## src/ssr_pkg.sv

```systemverilog
// ----------------------------------------------------------------------------
// ssr_pkg: shared types and constants for the substring replace unit
// Holds sizes, register indexes, sequencer states and the result layout.
// ----------------------------------------------------------------------------
package ssr_pkg;

   // sizes
   localparam int MAX_PATTERN     = 8;
   localparam int MAX_REPLACEMENT = 8;
   localparam int BYTE_W          = 8;
   localparam int LEN_W           = 4;
   localparam int TEXT_W          = MAX_PATTERN * BYTE_W;
   localparam int REPL_W          = MAX_REPLACEMENT * BYTE_W;
   localparam int CSR_IDX_W       = 2;
   localparam int CSR_DATA_W      = 64;
   localparam int QUEUE_DEPTH     = 4;
   localparam int QPTR_W          = $clog2(QUEUE_DEPTH);
   localparam int REPL_IDX_W      = $clog2(MAX_REPLACEMENT);
   localparam int HELD_IDX_W      = $clog2(MAX_PATTERN);

   // register indexes
   typedef enum logic [CSR_IDX_W-1:0] {
      CSR_PATTERN_LENGTH     = 2'd0,
      CSR_PATTERN_BYTES      = 2'd1,
      CSR_REPLACEMENT_LENGTH = 2'd2,
      CSR_REPLACEMENT_BYTES  = 2'd3
   } csr_index_type;

   // back end sequencer states
   typedef enum logic [2:0] {
      ST_IDLE,
      ST_SCAN,
      ST_REPL,
      ST_FLUSH,
      ST_FIN
   } back_state_type;

   // one queued request
   typedef struct packed {
      logic              end_of_string;
      logic [BYTE_W-1:0] in_byte;
   } req_entry_type;

   // one result
   typedef struct packed {
      logic              string_done;
      logic              has_byte;
      logic [BYTE_W-1:0] out_byte;
   } rsp_entry_type;

   // clamp a written length field to its maximum
   function automatic logic [LEN_W-1:0] clamp_len(input logic [LEN_W-1:0] value,
                                                  input logic [LEN_W-1:0] limit);
      clamp_len = (value > limit) ? limit : value;
   endfunction

endpackage

```

## src/ssr_queue.sv

```systemverilog
// ----------------------------------------------------------------------------
// ssr_queue: front request queue
// Accepts request bytes from the stream port and buffers them for the back
// end, so that each side can stall independently.
// ----------------------------------------------------------------------------
module ssr_queue (
   input  logic                  clock,
   input  logic                  reset,
   input  logic                  req_tvalid,
   output logic                  req_tready,
   input  logic [7:0]            req_tdata,   // [7:0] in_byte
   input  logic                  req_tlast,   // end_of_string
   output logic                  head_valid,
   output ssr_pkg::req_entry_type head_entry,
   input  logic                  head_pop
);
   import ssr_pkg::*;

   req_entry_type          entry_ff [QUEUE_DEPTH];
   logic [QPTR_W-1:0]      wr_ptr_ff, wr_ptr_in;
   logic [QPTR_W-1:0]      rd_ptr_ff, rd_ptr_in;
   logic [QPTR_W:0]        fill_ff, fill_in;
   logic                   push;
   logic                   pop;

   // handshake
   assign req_tready = (fill_ff != QUEUE_DEPTH[QPTR_W:0]);
   assign push       = req_tvalid && req_tready;
   assign head_valid = (fill_ff != '0);
   assign pop        = head_pop && head_valid;
   assign head_entry = entry_ff[rd_ptr_ff];

   // pointer and fill update
   always_comb begin
      wr_ptr_in = push ? wr_ptr_ff + 1'b1 : wr_ptr_ff;
      rd_ptr_in = pop ? rd_ptr_ff + 1'b1 : rd_ptr_ff;
      fill_in   = fill_ff;
      if (push && !pop) begin
         fill_in = fill_ff + 1'b1;
      end else if (pop && !push) begin
         fill_in = fill_ff - 1'b1;
      end
   end

   always_ff @(posedge clock) begin
      if (reset) begin
         wr_ptr_ff <= '0;
         rd_ptr_ff <= '0;
         fill_ff   <= '0;
      end else begin
         wr_ptr_ff <= wr_ptr_in;
         rd_ptr_ff <= rd_ptr_in;
         fill_ff   <= fill_in;
      end
   end

   // storage
   always_ff @(posedge clock) begin
      if (push) begin
         entry_ff[wr_ptr_ff] <= '{end_of_string: req_tlast, in_byte: req_tdata};
      end
   end

endmodule

```

## src/ssr_back.sv

```systemverilog
// ----------------------------------------------------------------------------
// ssr_back: match and emit sequencer
// Holds candidate bytes, checks them against the pattern, emits released,
// replacement and flushed bytes one per cycle unless the output stalls,
// through a pending stage and an output register.
// ----------------------------------------------------------------------------
module ssr_back (
   input  logic                          clock,
   input  logic                          reset,
   input  logic                          head_valid,
   input  ssr_pkg::req_entry_type        head_entry,
   output logic                          head_pop,
   input  logic [ssr_pkg::LEN_W-1:0]     pattern_length,
   input  logic [ssr_pkg::TEXT_W-1:0]    pattern_bytes,
   input  logic [ssr_pkg::LEN_W-1:0]     replacement_length,
   input  logic [ssr_pkg::REPL_W-1:0]    replacement_bytes,
   output logic                          rsp_tvalid,
   input  logic                          rsp_tready,
   output logic [7:0]                    rsp_tdata,   // [7:0] out_byte
   output logic                          rsp_tuser,   // has_byte
   output logic                          rsp_tlast    // string_done
);
   import ssr_pkg::*;

   back_state_type          state_ff, state_in;
   logic [BYTE_W-1:0]       held_ff [MAX_PATTERN];
   logic [BYTE_W-1:0]       held_in [MAX_PATTERN];
   logic [LEN_W-1:0]        count_ff, count_in;
   logic                    eos_ff, eos_in;
   logic [REPL_IDX_W-1:0]   idx_ff, idx_in;
   logic                    pend_valid_ff, pend_valid_in;
   rsp_entry_type           pend_ff, pend_in;
   logic                    out_valid_ff, out_valid_in;
   rsp_entry_type           out_ff, out_in;

   logic                    adv;
   logic                    can_emit;
   logic                    fin_ok;
   logic [MAX_PATTERN-1:0]  lane_ok;
   logic                    is_prefix;
   logic                    full_match;
   logic                    emit;
   rsp_entry_type           emit_res;
   logic                    finish;
   logic                    shift;

   // output side readiness
   assign adv      = !out_valid_ff || rsp_tready;
   assign can_emit = !pend_valid_ff || adv;
   assign fin_ok   = (!pend_valid_ff && !eos_ff) || adv;

   // prefix check over all held lanes
   always_comb begin
      for (int i = 0; i < MAX_PATTERN; i++) begin
         lane_ok[i] = (LEN_W'(i) >= count_ff) ||
                      (held_ff[i] == pattern_bytes[i*BYTE_W +: BYTE_W]);
      end
   end
   assign is_prefix  = (count_ff <= pattern_length) && (&lane_ok);
   assign full_match = is_prefix && (count_ff == pattern_length) && (count_ff != '0);

   // sequencer
   always_comb begin
      state_in = state_ff;
      count_in = count_ff;
      eos_in   = eos_ff;
      idx_in   = idx_ff;
      head_pop = 1'b0;
      emit     = 1'b0;
      emit_res = '{string_done: 1'b0, has_byte: 1'b1, out_byte: held_ff[0]};
      finish   = 1'b0;
      shift    = 1'b0;
      unique case (state_ff)
         ST_IDLE: begin
            if (head_valid) begin
               head_pop = 1'b1;
               eos_in   = head_entry.end_of_string;
               count_in = count_ff + 1'b1;
               state_in = ST_SCAN;
            end
         end
         ST_SCAN: begin
            priority if (count_ff != '0 && !is_prefix) begin
               // oldest byte cannot start a match: release it
               if (can_emit) begin
                  emit     = 1'b1;
                  shift    = 1'b1;
                  count_in = count_ff - 1'b1;
               end
            end else if (full_match) begin
               count_in = '0;
               idx_in   = '0;
               if (replacement_length != '0) begin
                  state_in = ST_REPL;
               end
            end else if (eos_ff && count_ff != '0) begin
               state_in = ST_FLUSH;
            end else begin
               if (fin_ok) begin
                  finish   = 1'b1;
                  state_in = ST_IDLE;
               end
            end
         end
         ST_REPL: begin
            if (can_emit) begin
               emit     = 1'b1;
               emit_res = '{string_done: 1'b0, has_byte: 1'b1,
                            out_byte: replacement_bytes[idx_ff*BYTE_W +: BYTE_W]};
               idx_in   = idx_ff + 1'b1;
               if ({1'b0, idx_ff} == replacement_length - 1'b1) begin
                  state_in = ST_FIN;
               end
            end
         end
         ST_FLUSH: begin
            if (can_emit) begin
               emit     = 1'b1;
               shift    = 1'b1;
               count_in = count_ff - 1'b1;
               if (count_ff == LEN_W'(1)) begin
                  state_in = ST_FIN;
               end
            end
         end
         ST_FIN: begin
            if (fin_ok) begin
               finish   = 1'b1;
               state_in = ST_IDLE;
            end
         end
         default: begin
            state_in = ST_IDLE;
         end
      endcase
   end

   // held byte shift and append
   always_comb begin
      for (int i = 0; i < MAX_PATTERN; i++) begin
         held_in[i] = held_ff[i];
      end
      if (shift) begin
         for (int i = 0; i < MAX_PATTERN - 1; i++) begin
            held_in[i] = held_ff[i+1];
         end
      end else if (head_pop) begin
         held_in[count_ff[HELD_IDX_W-1:0]] = head_entry.in_byte;
      end
   end

   // pending stage and output register
   always_comb begin
      pend_valid_in = pend_valid_ff;
      pend_in       = pend_ff;
      out_valid_in  = out_valid_ff && !rsp_tready;
      out_in        = out_ff;
      if (emit) begin
         if (pend_valid_ff) begin
            out_valid_in = 1'b1;
            out_in       = pend_ff;
         end
         pend_valid_in = 1'b1;
         pend_in       = emit_res;
      end else if (finish) begin
         if (pend_valid_ff) begin
            out_valid_in        = 1'b1;
            out_in              = pend_ff;
            out_in.string_done  = eos_ff;
            pend_valid_in       = 1'b0;
         end else if (eos_ff) begin
            // no data byte for this string end: bare end mark
            out_valid_in = 1'b1;
            out_in       = '{string_done: 1'b1, has_byte: 1'b0, out_byte: '0};
         end
      end
   end

   always_ff @(posedge clock) begin
      if (reset) begin
         state_ff      <= ST_IDLE;
         count_ff      <= '0;
         pend_valid_ff <= 1'b0;
         out_valid_ff  <= 1'b0;
      end else begin
         state_ff      <= state_in;
         count_ff      <= count_in;
         pend_valid_ff <= pend_valid_in;
         out_valid_ff  <= out_valid_in;
      end
   end

   always_ff @(posedge clock) begin
      eos_ff  <= eos_in;
      idx_ff  <= idx_in;
      pend_ff <= pend_in;
      out_ff  <= out_in;
      for (int i = 0; i < MAX_PATTERN; i++) begin
         held_ff[i] <= held_in[i];
      end
   end

   assign rsp_tvalid = out_valid_ff;
   assign rsp_tdata  = out_ff.out_byte;
   assign rsp_tuser  = out_ff.has_byte;
   assign rsp_tlast  = out_ff.string_done;

`ifndef SYNTH
   // between requests nothing waits in the pending stage
   a_idle_no_pending: assert property (@(posedge clock) disable iff (reset)
      (state_ff == ST_IDLE) |-> !pend_valid_ff)
      else $error("pending result left over after request");

   // a request never leaves a full window of held bytes
   a_idle_count: assert property (@(posedge clock) disable iff (reset)
      (state_ff == ST_IDLE) |-> (count_ff < LEN_W'(MAX_PATTERN)))
      else $error("held byte count out of range between requests");

   // replacement output only after the window was cleared
   a_repl_empty: assert property (@(posedge clock) disable iff (reset)
      (state_ff == ST_REPL) |-> (count_ff == '0))
      else $error("held bytes present during replacement");

   // flush runs only at string end with bytes to flush
   a_flush_eos: assert property (@(posedge clock) disable iff (reset)
      (state_ff == ST_FLUSH) |-> (eos_ff && count_ff != '0))
      else $error("flush without string end or held bytes");

   // a stalled result is not replaced
   a_out_hold: assert property (@(posedge clock) disable iff (reset)
      (out_valid_ff && !rsp_tready) |=> (out_valid_ff && $stable(out_ff)))
      else $error("stalled result overwritten");
`endif

endmodule

```

## src/stream_substring_replace_unit.sv

```systemverilog
// ----------------------------------------------------------------------------
// stream_substring_replace_unit: streaming substring replace
// Replaces each leftmost, non-overlapping pattern occurrence in a byte
// stream by a replacement text, with a flush at the end of every string.
// ----------------------------------------------------------------------------
// Usage:
//   req_* carries one string byte per request, req_tlast on the last byte.
//   rsp_* carries result bytes; rsp_tuser high means rsp_tdata holds a byte,
//   rsp_tlast marks the final result of a string (a bare end mark with
//   rsp_tuser low is sent when the string end produces no byte).
//   csr_* writes pattern and replacement registers; write only while idle.
//   Lengths above eight are taken as eight; a pattern length of zero passes
//   bytes through unchanged.
// Flow:
//   The back sequencer loads a request, then scans it, releases, replaces
//   or flushes bytes, and after a replacement or flush takes a finish
//   step; it emits at most one result per cycle, and only while the output
//   can take it. A four-entry request queue keeps accepting while the back
//   end works.
// Reset empties the queue and clears the registers to zero. When the
// receiver stalls, the output register holds its result and the back end
// and then the queue fill up before req_tready drops.
// ----------------------------------------------------------------------------
module stream_substring_replace_unit (
   input  logic        clock,
   input  logic        reset,
   input  logic        req_tvalid,
   output logic        req_tready,
   input  logic [7:0]  req_tdata,   // [7:0] in_byte
   input  logic        req_tlast,   // end_of_string
   output logic        rsp_tvalid,
   input  logic        rsp_tready,
   output logic [7:0]  rsp_tdata,   // [7:0] out_byte
   output logic        rsp_tuser,   // has_byte
   output logic        rsp_tlast,   // string_done
   input  logic        csr_valid,
   output logic        csr_ready,
   input  logic [ssr_pkg::CSR_IDX_W-1:0]  csr_index,
   input  logic [ssr_pkg::CSR_DATA_W-1:0] csr_data
);
   import ssr_pkg::*;

   logic [LEN_W-1:0]   plen_ff;
   logic [TEXT_W-1:0]  pat_ff;
   logic [LEN_W-1:0]   rlen_ff;
   logic [REPL_W-1:0]  rep_ff;
   logic               csr_write;
   logic               head_valid;
   req_entry_type      head_entry;
   logic               head_pop;

   // configuration registers
   assign csr_ready = 1'b1;
   assign csr_write = csr_valid && csr_ready;

   always_ff @(posedge clock) begin
      if (reset) begin
         plen_ff <= '0;
         pat_ff  <= '0;
         rlen_ff <= '0;
         rep_ff  <= '0;
      end else if (csr_write) begin
         unique case (csr_index_type'(csr_index))
            CSR_PATTERN_LENGTH: begin
               plen_ff <= clamp_len(csr_data[LEN_W-1:0], LEN_W'(MAX_PATTERN));
            end
            CSR_PATTERN_BYTES: begin
               pat_ff <= csr_data[TEXT_W-1:0];
            end
            CSR_REPLACEMENT_LENGTH: begin
               rlen_ff <= clamp_len(csr_data[LEN_W-1:0], LEN_W'(MAX_REPLACEMENT));
            end
            CSR_REPLACEMENT_BYTES: begin
               rep_ff <= csr_data[REPL_W-1:0];
            end
            default: begin
               plen_ff <= plen_ff;
            end
         endcase
      end
   end

   // front queue
   ssr_queue u_queue (
      .clock      (clock),
      .reset      (reset),
      .req_tvalid (req_tvalid),
      .req_tready (req_tready),
      .req_tdata  (req_tdata),
      .req_tlast  (req_tlast),
      .head_valid (head_valid),
      .head_entry (head_entry),
      .head_pop   (head_pop)
   );

   // back sequencer
   ssr_back u_back (
      .clock              (clock),
      .reset              (reset),
      .head_valid         (head_valid),
      .head_entry         (head_entry),
      .head_pop           (head_pop),
      .pattern_length     (plen_ff),
      .pattern_bytes      (pat_ff),
      .replacement_length (rlen_ff),
      .replacement_bytes  (rep_ff),
      .rsp_tvalid         (rsp_tvalid),
      .rsp_tready         (rsp_tready),
      .rsp_tdata          (rsp_tdata),
      .rsp_tuser          (rsp_tuser),
      .rsp_tlast          (rsp_tlast)
   );

endmodule

```

## config.mk

```make
export PLATFORM = sky130hd
export DESIGN_NAME = stream_substring_replace_unit
export DESIGN_NICKNAME = d
export VERILOG_FILES = /design/src/ssr_pkg.sv /design/src/ssr_queue.sv /design/src/ssr_back.sv /design/src/stream_substring_replace_unit.sv
export SDC_FILE = /design/constraint.sdc
export NUM_CORES = 1
export LEC_CHECK = 0
export ABC_AREA = 1
export BUFFER_PORTS_ARGS = -buffer_cell sky130_fd_sc_hd__buf_4
export CELL_PAD_IN_SITES_DETAIL_PLACEMENT = 0
export CELL_PAD_IN_SITES_GLOBAL_PLACEMENT = 2
export CORE_MARGIN = 10
export CORE_UTILIZATION = 25
export CTS_CLUSTER_DIAMETER = 200
export CTS_CLUSTER_SIZE = 25
export DETAILED_ROUTE_END_ITERATION = 12
export PLACE_DENSITY_LB_ADDON = 0.1
export REMOVE_ABC_BUFFERS = 1
export SLEW_MARGIN = 20
export SYNTH_ARGS = -nofsm -noshare
export SYNTH_HDL_FRONTEND = slang
export SYNTH_SLANG_ARGS = --single-unit
```

## constraint.sdc

```tcl
create_clock -name clock -period 2.3 [get_ports clock]
set_input_delay 0.23 -clock clock [delete_from_list [all_inputs] [get_ports clock]]
set_output_delay 0.23 -clock clock [all_outputs]
set_load 0.02 [all_outputs]
```

== Word-level counts from Yosys, hierarchy flattened ==
Memory sizes are Yosys's and may differ from the RTL's. A register that Yosys moved wholly into a read port is not among the register bits.
Index checks and enable logic that the tools add are counted.
Widths: inputs -> output; s select.

* Memory bits (writable): 100
* Input port bits: 80
* Memories kept: 2
* Word-level logic and storage cells: 181
* Register bits: 176

* Bitwise operators: 1
* Reduce and logical (&&, ||, !) cells: 51
* Order comparisons: 12
* Shift operators: 1
* Mux-type cells: 58
* Add/sub/neg operators: 8
* Equal/unequal tests: 29

{| class="wikitable"
|+ Memories
! name !! words !! bits a word !! rd ports !! clocked after memory_dff !! wr ports !! RTL line !! text
|-
| u_back.held_ff || 8 || 8 || 8 || 0 || 8 || ssr_back.sv:26 || <nowiki>logic [BYTE_W-1:0] held_ff [MAX_PATTERN];</nowiki>
|-
| u_queue.entry_ff || 4 || 9 || 1 || 1 || 1 || ssr_queue.sv:19 || <nowiki>req_entry_type entry_ff [QUEUE_DEPTH];</nowiki>
|}

{| class="wikitable"
|+ Operator list
! operator !! number
|-
| $bwmux 64 || 1
|-
| $eq 8x8->1 || 8
|-
| $mux 64 || 1
|-
| $shiftx 64x7->8 || 1
|-
| $mux 56 || 1
|-
| $mux 10 || 5
|-
| $mux 3 || 15
|-
| $mux 8 || 4
|-
| $demux 8 s3 || 1
|-
| $mux 4 || 5
|-
| $mux 1 || 17
|-
| $ge 3x4->1 const A || 4
|-
| $pmux 3 s5 || 1
|-
| $logic_and 1x1->1 || 12
|-
| $ne 2x1->1 const B || 6
|-
| $pmux 4 s3 || 1
|-
| $logic_or 1x1->1 || 11
|-
| $reduce_and 2->1 || 5
|-
| $ge 1x4->1 const A || 2
|-
| $ge 2x4->1 const A || 2
|-
| $reduce_and 8->1 || 1
|-
| $reduce_bool 2->1 || 4
|-
| $reduce_bool 4->1 || 2
|-
| $sub 4x1->4 const B || 2
|-
| 31 further kinds || 48
|}

== Longest topological paths before layout ==
Gate-level depths: netlist of the first run.
An unclocked memory read counts as a cell.

* Depth in word-level cells: 12
* Depth in mapped cells: 16
* Depth with buffers taken out: 16

== Cells and area by module ==
Synthesis of the first run repeated with hierarchy kept, for this count alone.

* Cells, all modules: 1529
* Area, all modules: 12939.9 µm²

{| class="wikitable"
|+ By module, submodules not included
! module !! cells each !! seq. area each (µm²) !! area each (µm²) !! times used
|-
| ssr_back || 769 || 2762.6 || 6163.4 || 1
|-
| stream_substring_replace_unit || 606 || 2722.6 || 4914.7 || 1
|-
| ssr_queue || 154 || 1261.2 || 1861.8 || 1
|}

== Least setup slack after synthesis of the first run ==
Ideal clock, no wire load.

* Kind: register to register
* Start point: reg, netlist name u_back.count_ff[0]
* End point: mem u_back.held_ff[5][2], in the netlist u_back.held_ff[1][10] (enable)
* Library setup time: 330 ps
* Required time: 1970 ps
* Arrival: 2052 ps
* Setup slack: -81 ps
* Stages on the path, launching flop included: 16
* Clock period less this slack: 2381 ps
* Path buffers: 2
* Path through: dfxtp_1 clkbuf_1 inv_2 ha_1 nand2_2 inv_1 nor2_1 nand2_1 nand2_1 nor2_2 nand2_2 nand3_2 nand2_4 nand3_4 buf_6 nand2_1

{| class="wikitable"
|+ RTL lines
! item !! RTL line
|-
| end: declaration || ssr_back.sv:26
|}

== Final worst setup path of the first run ==
* Start point: reg u_back.count_ff[1]
* End point: reg u_back.out_ff, in the netlist u_back.rsp_tdata[2] (enable)

* Cells in the longest elaborated chain, start to end: 11

{| class="wikitable"
|+ RTL lines
! item !! RTL line !! text
|-
| start: declaration || ssr_back.sv:28 || <nowiki>logic [LEN_W-1:0] count_ff, count_in;</nowiki>
|-
| start signal: assignment || ssr_back.sv:187 || <nowiki>count_ff <= count_in;</nowiki>
|-
| $ge 1x4->1, or another cell as far along || ssr_back.sv:55 || <nowiki>lane_ok[i] = (LEN_W'(i) >= count_ff) ||</nowiki>
|-
| $logic_or 1x1->1 || ssr_back.sv:55 ||
|-
| $reduce_and 8->1 || ssr_back.sv:59 || <nowiki>assign is_prefix = (count_ff <= pattern_length) && (&lane_ok);</nowiki>
|-
| $logic_and 1x1->1 || ssr_back.sv:59 ||
|-
| $logic_and 1x1->1 (2 in series) || ssr_back.sv:60 || <nowiki>assign full_match = is_prefix && (count_ff == pattern_length) && (count_ff != '0);</nowiki>
|-
| $mux 1 || ssr_back.sv:90 || <nowiki>end else if (full_match) begin</nowiki>
|-
| $mux 1 || ssr_back.sv:83 || <nowiki>priority if (count_ff != '0 && !is_prefix) begin</nowiki>
|-
| $pmux 1 s2 || ssr_back.sv:73 || <nowiki>unique case (state_ff)</nowiki>
|-
| $reduce_bool 2->1 (no line) || -- ||
|-
| $reduce_and 3->1 (no line) * || -- ||
|-
| end signal: assignment || ssr_back.sv:197 || <nowiki>out_ff <= out_in;</nowiki>
|-
| end: declaration || ssr_back.sv:34 || <nowiki>rsp_entry_type out_ff, out_in;</nowiki>
|}

Every way passes the cells marked *; elsewhere a longest branch is shown, timed or not.
A chain may end at the register's enable or synchronous reset.

==> summary.txt, run 1 <==
STA
  – WHS: 24.4 ps
  – Clock Skew: 39.9 ps
  – Max Slew Vio Count: 0
  – Final worst setup slack: -11.2 ps
  – Final setup fails: 5
  – F_max: 0.433 GHz
  – Slew HR: 0.487
  – RSZ-0062 raised after global routing: true
  – Final Hold Viols: 0
  – Fin crit period: 2310 ps
  – Setup_tns: -53.2 ps
  – Worst-Margin Slew: 761 ps
  – Fin crit share: 1.00

Global route
  – Largest net degree at the start of global routing: 58
  – First-pass GRT wire length: 61.1 mm
  – GRT Total Usage: 0.132
  – GRT overflow: 0
  – Vias in the first global route: 10200
  – Initial antenna violation count: 0

Logic synthesis
  – Cell Area, Synth: 12400 µm²
  – Synth top area share: 0.295
  – Avg Cell Area, Syn: 8.59 µm²
  – Post-synthesis async set-or-reset flop share: 0
  – Top-count cell post-synth: inv_1
  – Post-synth top flop: dfxtp_1
  – Most frequent cells after synthesis: 210 x inv_1, 183 x o21ai_0, 175 x nand2_1, 162 x nor2_1, 154 x dfxtp_1
  – Area leader, netlist: edfxtp_1
  – Largest cells by area after synthesis: edfxtp_1 30%, dfxtp_1 25%, o21ai_0 7.4%
  – Seq cells post-synth: 276
  – Netlist cell types: 37
  – Seq/Total Area, Yosys: 0.543
  – Ys Warns: 0
  – Post-Syn Instances: 1446
  – Number of synthesized flops with an enable pin: 122

Clock tree
  – Reg clk slew, reported paths: 110 ps
  – Skew-Pair Late Insertion Delay: 520 ps
  – Clock H-tree levels: 1
  – CTS root buffer: clkbuf_16
  – Longest Clk Path Bufs: 3
  – CTS Sinks: 276
  – CTS tree: yes
  – TritonCTS Buffers: 15

Placed design
  – Worst slack, placed: -157 ps
  – HPWL after DPL: 30.0 mm
  – I/O Buffers: 91
  – Placed inst area: 14600 µm²
  – Final Wtd Congestion: 0.807

Power
  – Clock Power Share: 0.195
  – Seq pwr share: 0.423
  – P_int: 0.00996 W
  – PD cells: 973 nW/µm²
  – Net Sw Power: 0.00570 W
  – Leakage: 6.51 nW
  – Worst vdd ir: 0.000650 V
  – Net Sw Frac: 0.364
  – Logic pwr share: 0.382

Setup path
  – Most numerous cell on the critical path: nand2_2
  – Flop2flop setup slack: -10 ps
  – Max incr delay on CP: 380 ps
  – Origin of the critical flop-to-flop path: u_back.count_ff[1]
  – Critical path's top delay family: simple AND/OR/NAND/NOR gates
  – WP data arrival: 2540 ps
  – CP max-delay cell: dfxtp_4
  – Crit. End Element: flop
  – Critical path, cell by cell: buf_6 > inv_2 > ha_1 > inv_1 > nor2_1 > nor2_2 > nand2_2 > nand2_2 > nor2_4 > nand2_2 > nand3_4 > nand2_4 > buf_6 > o21ai_4 > nand2_2 > inv_2 > buf_6
  – CP startpoint: u_back.count_ff[1]
  – FF-to-FF End: u_back.rsp_tdata[2]
  – CP Buf/Inv Count: 6
  – R2R depth: 17
  – Crit path launch type: flop
  – Worst setup path class: reg2reg
  – Critical Path Fanout Max: 6
  – Worst setup endpoint: u_back.rsp_tdata[2]
  – Worst path depth: 17
  – Crit path required time: 2530 ps

Die
  – Starting Density: 0.253
  – Die width: 243 µm
  – Die Footprint: 59000 µm²
  – Chip Height: 243 µm
  – Ports: 93
  – Site Rows: 81
  – Core Area: 49100 µm²

Layout
  – # diodes: 0
  – Share of layout cells above drive strength 1: 0.172
  – Final Net Count: 1777
  – Final Util: 0.328
  – P&R area growth vs syn: 29.6%
  – Fin area: 16100 µm²
  – Fillers: 5261

Detailed routing
  – DR WL met2: 19.8 mm
  – M1 WL: 18.3 mm
  – DRC Markers: 0
  – Mean routed wirelength per cell: 16.9 µm
  – First DRT Iteration DRCs: 407
  – Via count: 9917
  – Via density: 4.21
  – Router iterations before antenna repair: 5
  – Final ANT Viol Nets: 0
  – Routed WL: 39.8 mm
  – DR WL met3: 948 µm
  – Max layer used: met4

Outcome
  – Status: finished, violations left
  – Failing checks: setup timing

Run
  – Max cap viols: 0

Hold path
  – HP Class: in2reg
## routing by layer
metal	vias up	GRT usage
li1	5243	-
met1	4550	0.166
met2	95	0.237
met3	29	0.0168
met4	0	0.0254
met5	-	0
## what timing repair did
action | CTS | global route
setup endpoints to repair | 131 | 149
gates cloned | 1 | 0
hold endpoints to repair | 142 | 0
resized for setup | 25 | 35
hold buffers | 71 | 0
setup buffers | 11 | 6
pin swaps | 9 | 23
## power groups by stage
stage                     combinational, W  sequential (W)  clock [W]
after floorplan                    0.00277         0.00681          0
after global placement             0.00548         0.00675          0
after detailed placement           0.00548         0.00675          0
after CTS                          0.00599         0.00664    0.00324
after global routing               0.00674         0.00673    0.00340
final                              0.00598         0.00663    0.00305
## placed cells by master, fill, tap and decap left out, drive strengths merged, types with 2 or more instances in the layout
master	n
a21oi	143
a31oi	2
a32oi	8
buf	218
clkbuf	23
clkinv	4
dfxtp	154
dlygate4sd3	71
edfxtp	122
ha	15
inv	213
nand2	179
nand3	30
nand4	15
nor2	167
nor3	6
o211ai	9
o21ai	188
o22ai	57
o31ai	2
xnor2	51
xor2	6
## worst min-delay path, cell delays in order
cell	delay (ps)
buf_4	100
o21ai_0	80
a21oi_1	110
## stage by stage
stage,total power (W),std cells
after floorplan,0.00958,1375
after global placement,0.0122,2243
after detailed placement,0.0122,2243
after CTS,0.0159,2351
after global routing,0.0169,2353
final,0.0157,2353
## final cells by class
type                            instances  area, µm²  area share
Sequential cell                       276       6750       0.420
Multi-Input combinational cell        883       4720       0.294
Timing Repair Buffer                  289       2520       0.157
Tap cell                              664        831      0.0516
Inverter                              216        812      0.0505
Clock buffer                           23        405      0.0252
Clock inverter                          2       47.5     0.00295
## state kept, by name (all words and copies together), names as in the netlist, 2 cells and up, named ones only
signal             cells
u_back.count_ff        4
u_queue.wr_ptr_ff      2
u_back.pend_ff         8
u_queue.rd_ptr_ff      2
pat_ff                64
u_back.idx_ff          3
u_queue.fill_ff        3
u_back.state_ff        3
rlen_ff                4
rep_ff                64
plen_ff                4
u_back.rsp_tdata       8
u_queue.entry_ff      36
u_back.held_ff        64
## worst min path at each step
stage / cells past startpoint / from / end / slack (ps)
4_1_cts: 3 / csr_data[4] / rep_ff[4] / 5
6_report: 3 / csr_data[24] / pat_ff[24] / 20
5_1_grt: 3 / csr_data[4] / pat_ff[4] / 7
3_5_place_dp: 2 / rep_ff[2] / rep_ff[2] / 430
2_1_floorplan: 1 / reset / plen_ff[0] / 300
3_3_place_gp: 2 / rep_ff[2] / rep_ff[2] / 430
## logic make-up (layout without fill, tap and decap cells)
family,count (synthesis),after routing,share of synthesized area
compound gates,409,409,0.175
buf+inv,287,530,0.0914
xor+xnor,57,57,0.0402
simple gates,400,400,0.133
other cells,1,1,0.000302
fa+ha+maj,16,16,0.0167
flops,276,276,0.543
No activity file was read; power rests on OpenSTA's default activity.
==> run 2, diff against run 1 <==
==> constraint.sdc (replaced) <==
create_clock -name clock -period 2 [get_ports clock]
set_input_delay 0.2 -clock clock [delete_from_list [all_inputs] [get_ports clock]]
set_output_delay 0.2 -clock clock [all_outputs]
set_load 0.02 [all_outputs]
==> summary.txt, run 2 (same netlist as run 1, synthesis figures left out) <==
Layout
  – Top Registers: pat_ff x64, rep_ff x64, u_back.held_ff x64
  – Most frequent cells in the layout: 233 x buf_4, 200 x inv_1, 177 x o21ai_0
  – P&R area growth vs syn: 39.1%
  – Share of layout cells above drive strength 1: 0.252 (+0.0802)
  – Most common cell after layout, fill and taps aside: buf_4
  – Non-Filler Instances: 2415 (+2.6%)
  – Final Net Count: 1839 (+3.5%)
  – # diodes: 0 (unchanged)

Clock tree
  – CTS root buffer: clkbuf_16
  – CTS Sinks: 276 (unchanged)
  – Reg clk slew, reported paths: 120 ps (about the same)
  – Skew-Pair Late Insertion Delay: 520 ps (about the same)
  – TritonCTS Buffers: 15 (unchanged)
  – Clock H-tree levels: 1 (unchanged)
  – CTS tree: yes
  – Longest Clk Path Bufs: 3 (unchanged)

Hold path
  – HP Class: in2reg

Outcome
  – Status: finished, violations left
  – Failing checks: setup timing

Die
  – Ports: 93 (unchanged)
  – Core Area: 49100 µm² (unchanged)
  – Starting Density: 0.253 (unchanged)
  – Die Footprint: 59000 µm² (unchanged)
  – Die width: 243 µm (unchanged)
  – Chip Height: 243 µm (unchanged)
  – Site Rows: 81 (unchanged)

Placed design
  – HPWL after DPL: 29.7 mm (-1.0%)
  – Final Wtd Congestion: 0.772 (-4.3%)
  – DP Cell Count: 2286 (+1.9%)
  – I/O Buffers: 91 (unchanged)
  – Worst slack, placed: -455 ps (-298 ps)

Detailed routing
  – First DRT Iteration DRCs: 414 (+1.7%)
  – Mean routed wirelength per cell: 16.9 µm (-0.33%)
  – Router iterations before antenna repair: 5 (unchanged)
  – Via count: 10300 (+4.2%)
  – DRC Markers: 0 (unchanged)
  – Routed WL: 40.7 mm (+2.3%)
  – Via density: 4.28 (+1.5%)
  – Final ANT Viol Nets: 0 (unchanged)

STA
  – Slew HR: 0.600 (+0.113)
  – RSZ-0062 raised after global routing: true
  – Setup_tns: -31810 ps (-31750 ps)
  – Final worst setup slack: -300 ps (-289 ps)
  – Worst-Margin Slew: 599 ps (-161 ps)
  – Final Hold Viols: 0 (unchanged)
  – Max Slew Vio Count: 0 (unchanged)
  – F_max: 0.435 GHz (+0.49%)
  – Final setup fails: 147 (+142)
  – Clock Skew: 43.0 ps (+3.12 ps)
  – Fin crit share: 1.15 (+0.145)
  – Fin crit period: 2300 ps (-11.2 ps)

Power
  – Power Total: 0.0193 W (+23%)
  – Worst vdd ir: 0.000536 V (-18%)
  – PD cells: 1120 nW/µm² (+15%)
  – Leakage: 6.97 nW (+7.1%)

Global route
  – Largest net degree at the start of global routing: 69 (+19%)
  – Initial antenna violation count: 0 (unchanged)
  – GRT overflow: 0 (unchanged)
  – Vias in the first global route: 10400 (+2.0%)
  – GRT Total Usage: 0.135 (+0.00287)
  – First-pass GRT wire length: 62.5 mm (+2.2%)

Setup path
  – CP max-delay cell: dfxtp_4
  – Critical path's top delay family: simple AND/OR/NAND/NOR gates
  – Max incr delay on CP: 380 ps (about the same)
  – Critical Path Fanout Max: 8 (+2)
  – Crit path required time: 2230 ps (-300 ps)
  – WP data arrival: 2530 ps (about the same)
  – Crit. End Element: flop
  – Worst setup path class: reg2reg
  – CP Buf/Inv Count: 3 (-3)
  – Crit path launch type: flop
  – Critical path, cell by cell: buf_6 > ha_4 > a21oi_2 > o21ai_1 > nand2_2 > nand3_2 > nor2_4 > nand2_4 > nand3_4 > nand2_4 > buf_6 > nand3_4 > nand2_2 > buf_6
  – Most numerous cell on the critical path: buf_6

Run
  – Max cap viols: 0 (unchanged)
## run 2: layout make-up
class | instances | area, µm²
Clock buffer | 24 | 410
Clock inverter | 1 | 30.0
Fill cell | 5133 | 31800
Inverter | 216 | 822
Multi-Input combinational cell | 885 | 5280
Sequential cell | 276 | 6760
Tap cell | 664 | 831
Timing Repair Buffer | 349 | 3140
## run 2: per-stage QoR
stage	hold slack [ps]	area (µm²)	utilization
final	4.50	17300	0.352
after detailed placement	407	15000	0.306
after CTS	1.58	16600	0.339
after global placement	400	15000	0.306
after global routing	4.79	17300	0.352
after floorplan	269	12100	-
## run 2: repair_timing
action	in CTS	in global routing
hold buffers	74	0
pin swaps	16	36
endpoints found under the setup margin	154	160
hold endpoints to repair	164	0
buffers inserted	16	16
gates cloned	5	0
resized for setup	60	134
## run 2: worst register-to-register path, stage by stage, from the launching register on
cell and delay [ps]:
dfxtp_4 380, buf_6 130, ha_4 260, a21oi_2 50, o21ai_1 150, nand2_2 80, nand3_2 90, nor2_4 40
nand2_4 70, nand3_4 80, nand2_4 90, buf_6 130, nand3_4 180, nand2_2 140, buf_6 150
## run 2: worst paths after layout
kind,from,end,slack (ps),depth (start not counted)
setup / recovery,u_back.count_ff[1],u_back.held_ff[0][7],-300,14
hold / removal,rsp_tready,u_back.rsp_tvalid,4,4
setup reg to reg,u_back.count_ff[1],u_back.held_ff[0][7],-300,14
hold reg to reg,rep_ff[30],rep_ff[30],440,2
## run 2: routing by layer
metal,track usage,vias to the layer above,routed length [µm]
li1,-,5387,-
met1,0.174,4825,18900
met2,0.239,91,20300
met3,0.0164,29,1050
met4,0.0222,0,530
met5,0,-,0
## run 2: where the power goes
group / internal, W / switching, W
sequential: 0.00713 / 0.000481
clock: 0.00147 / 0.00200
combinational: 0.00354 / 0.00469
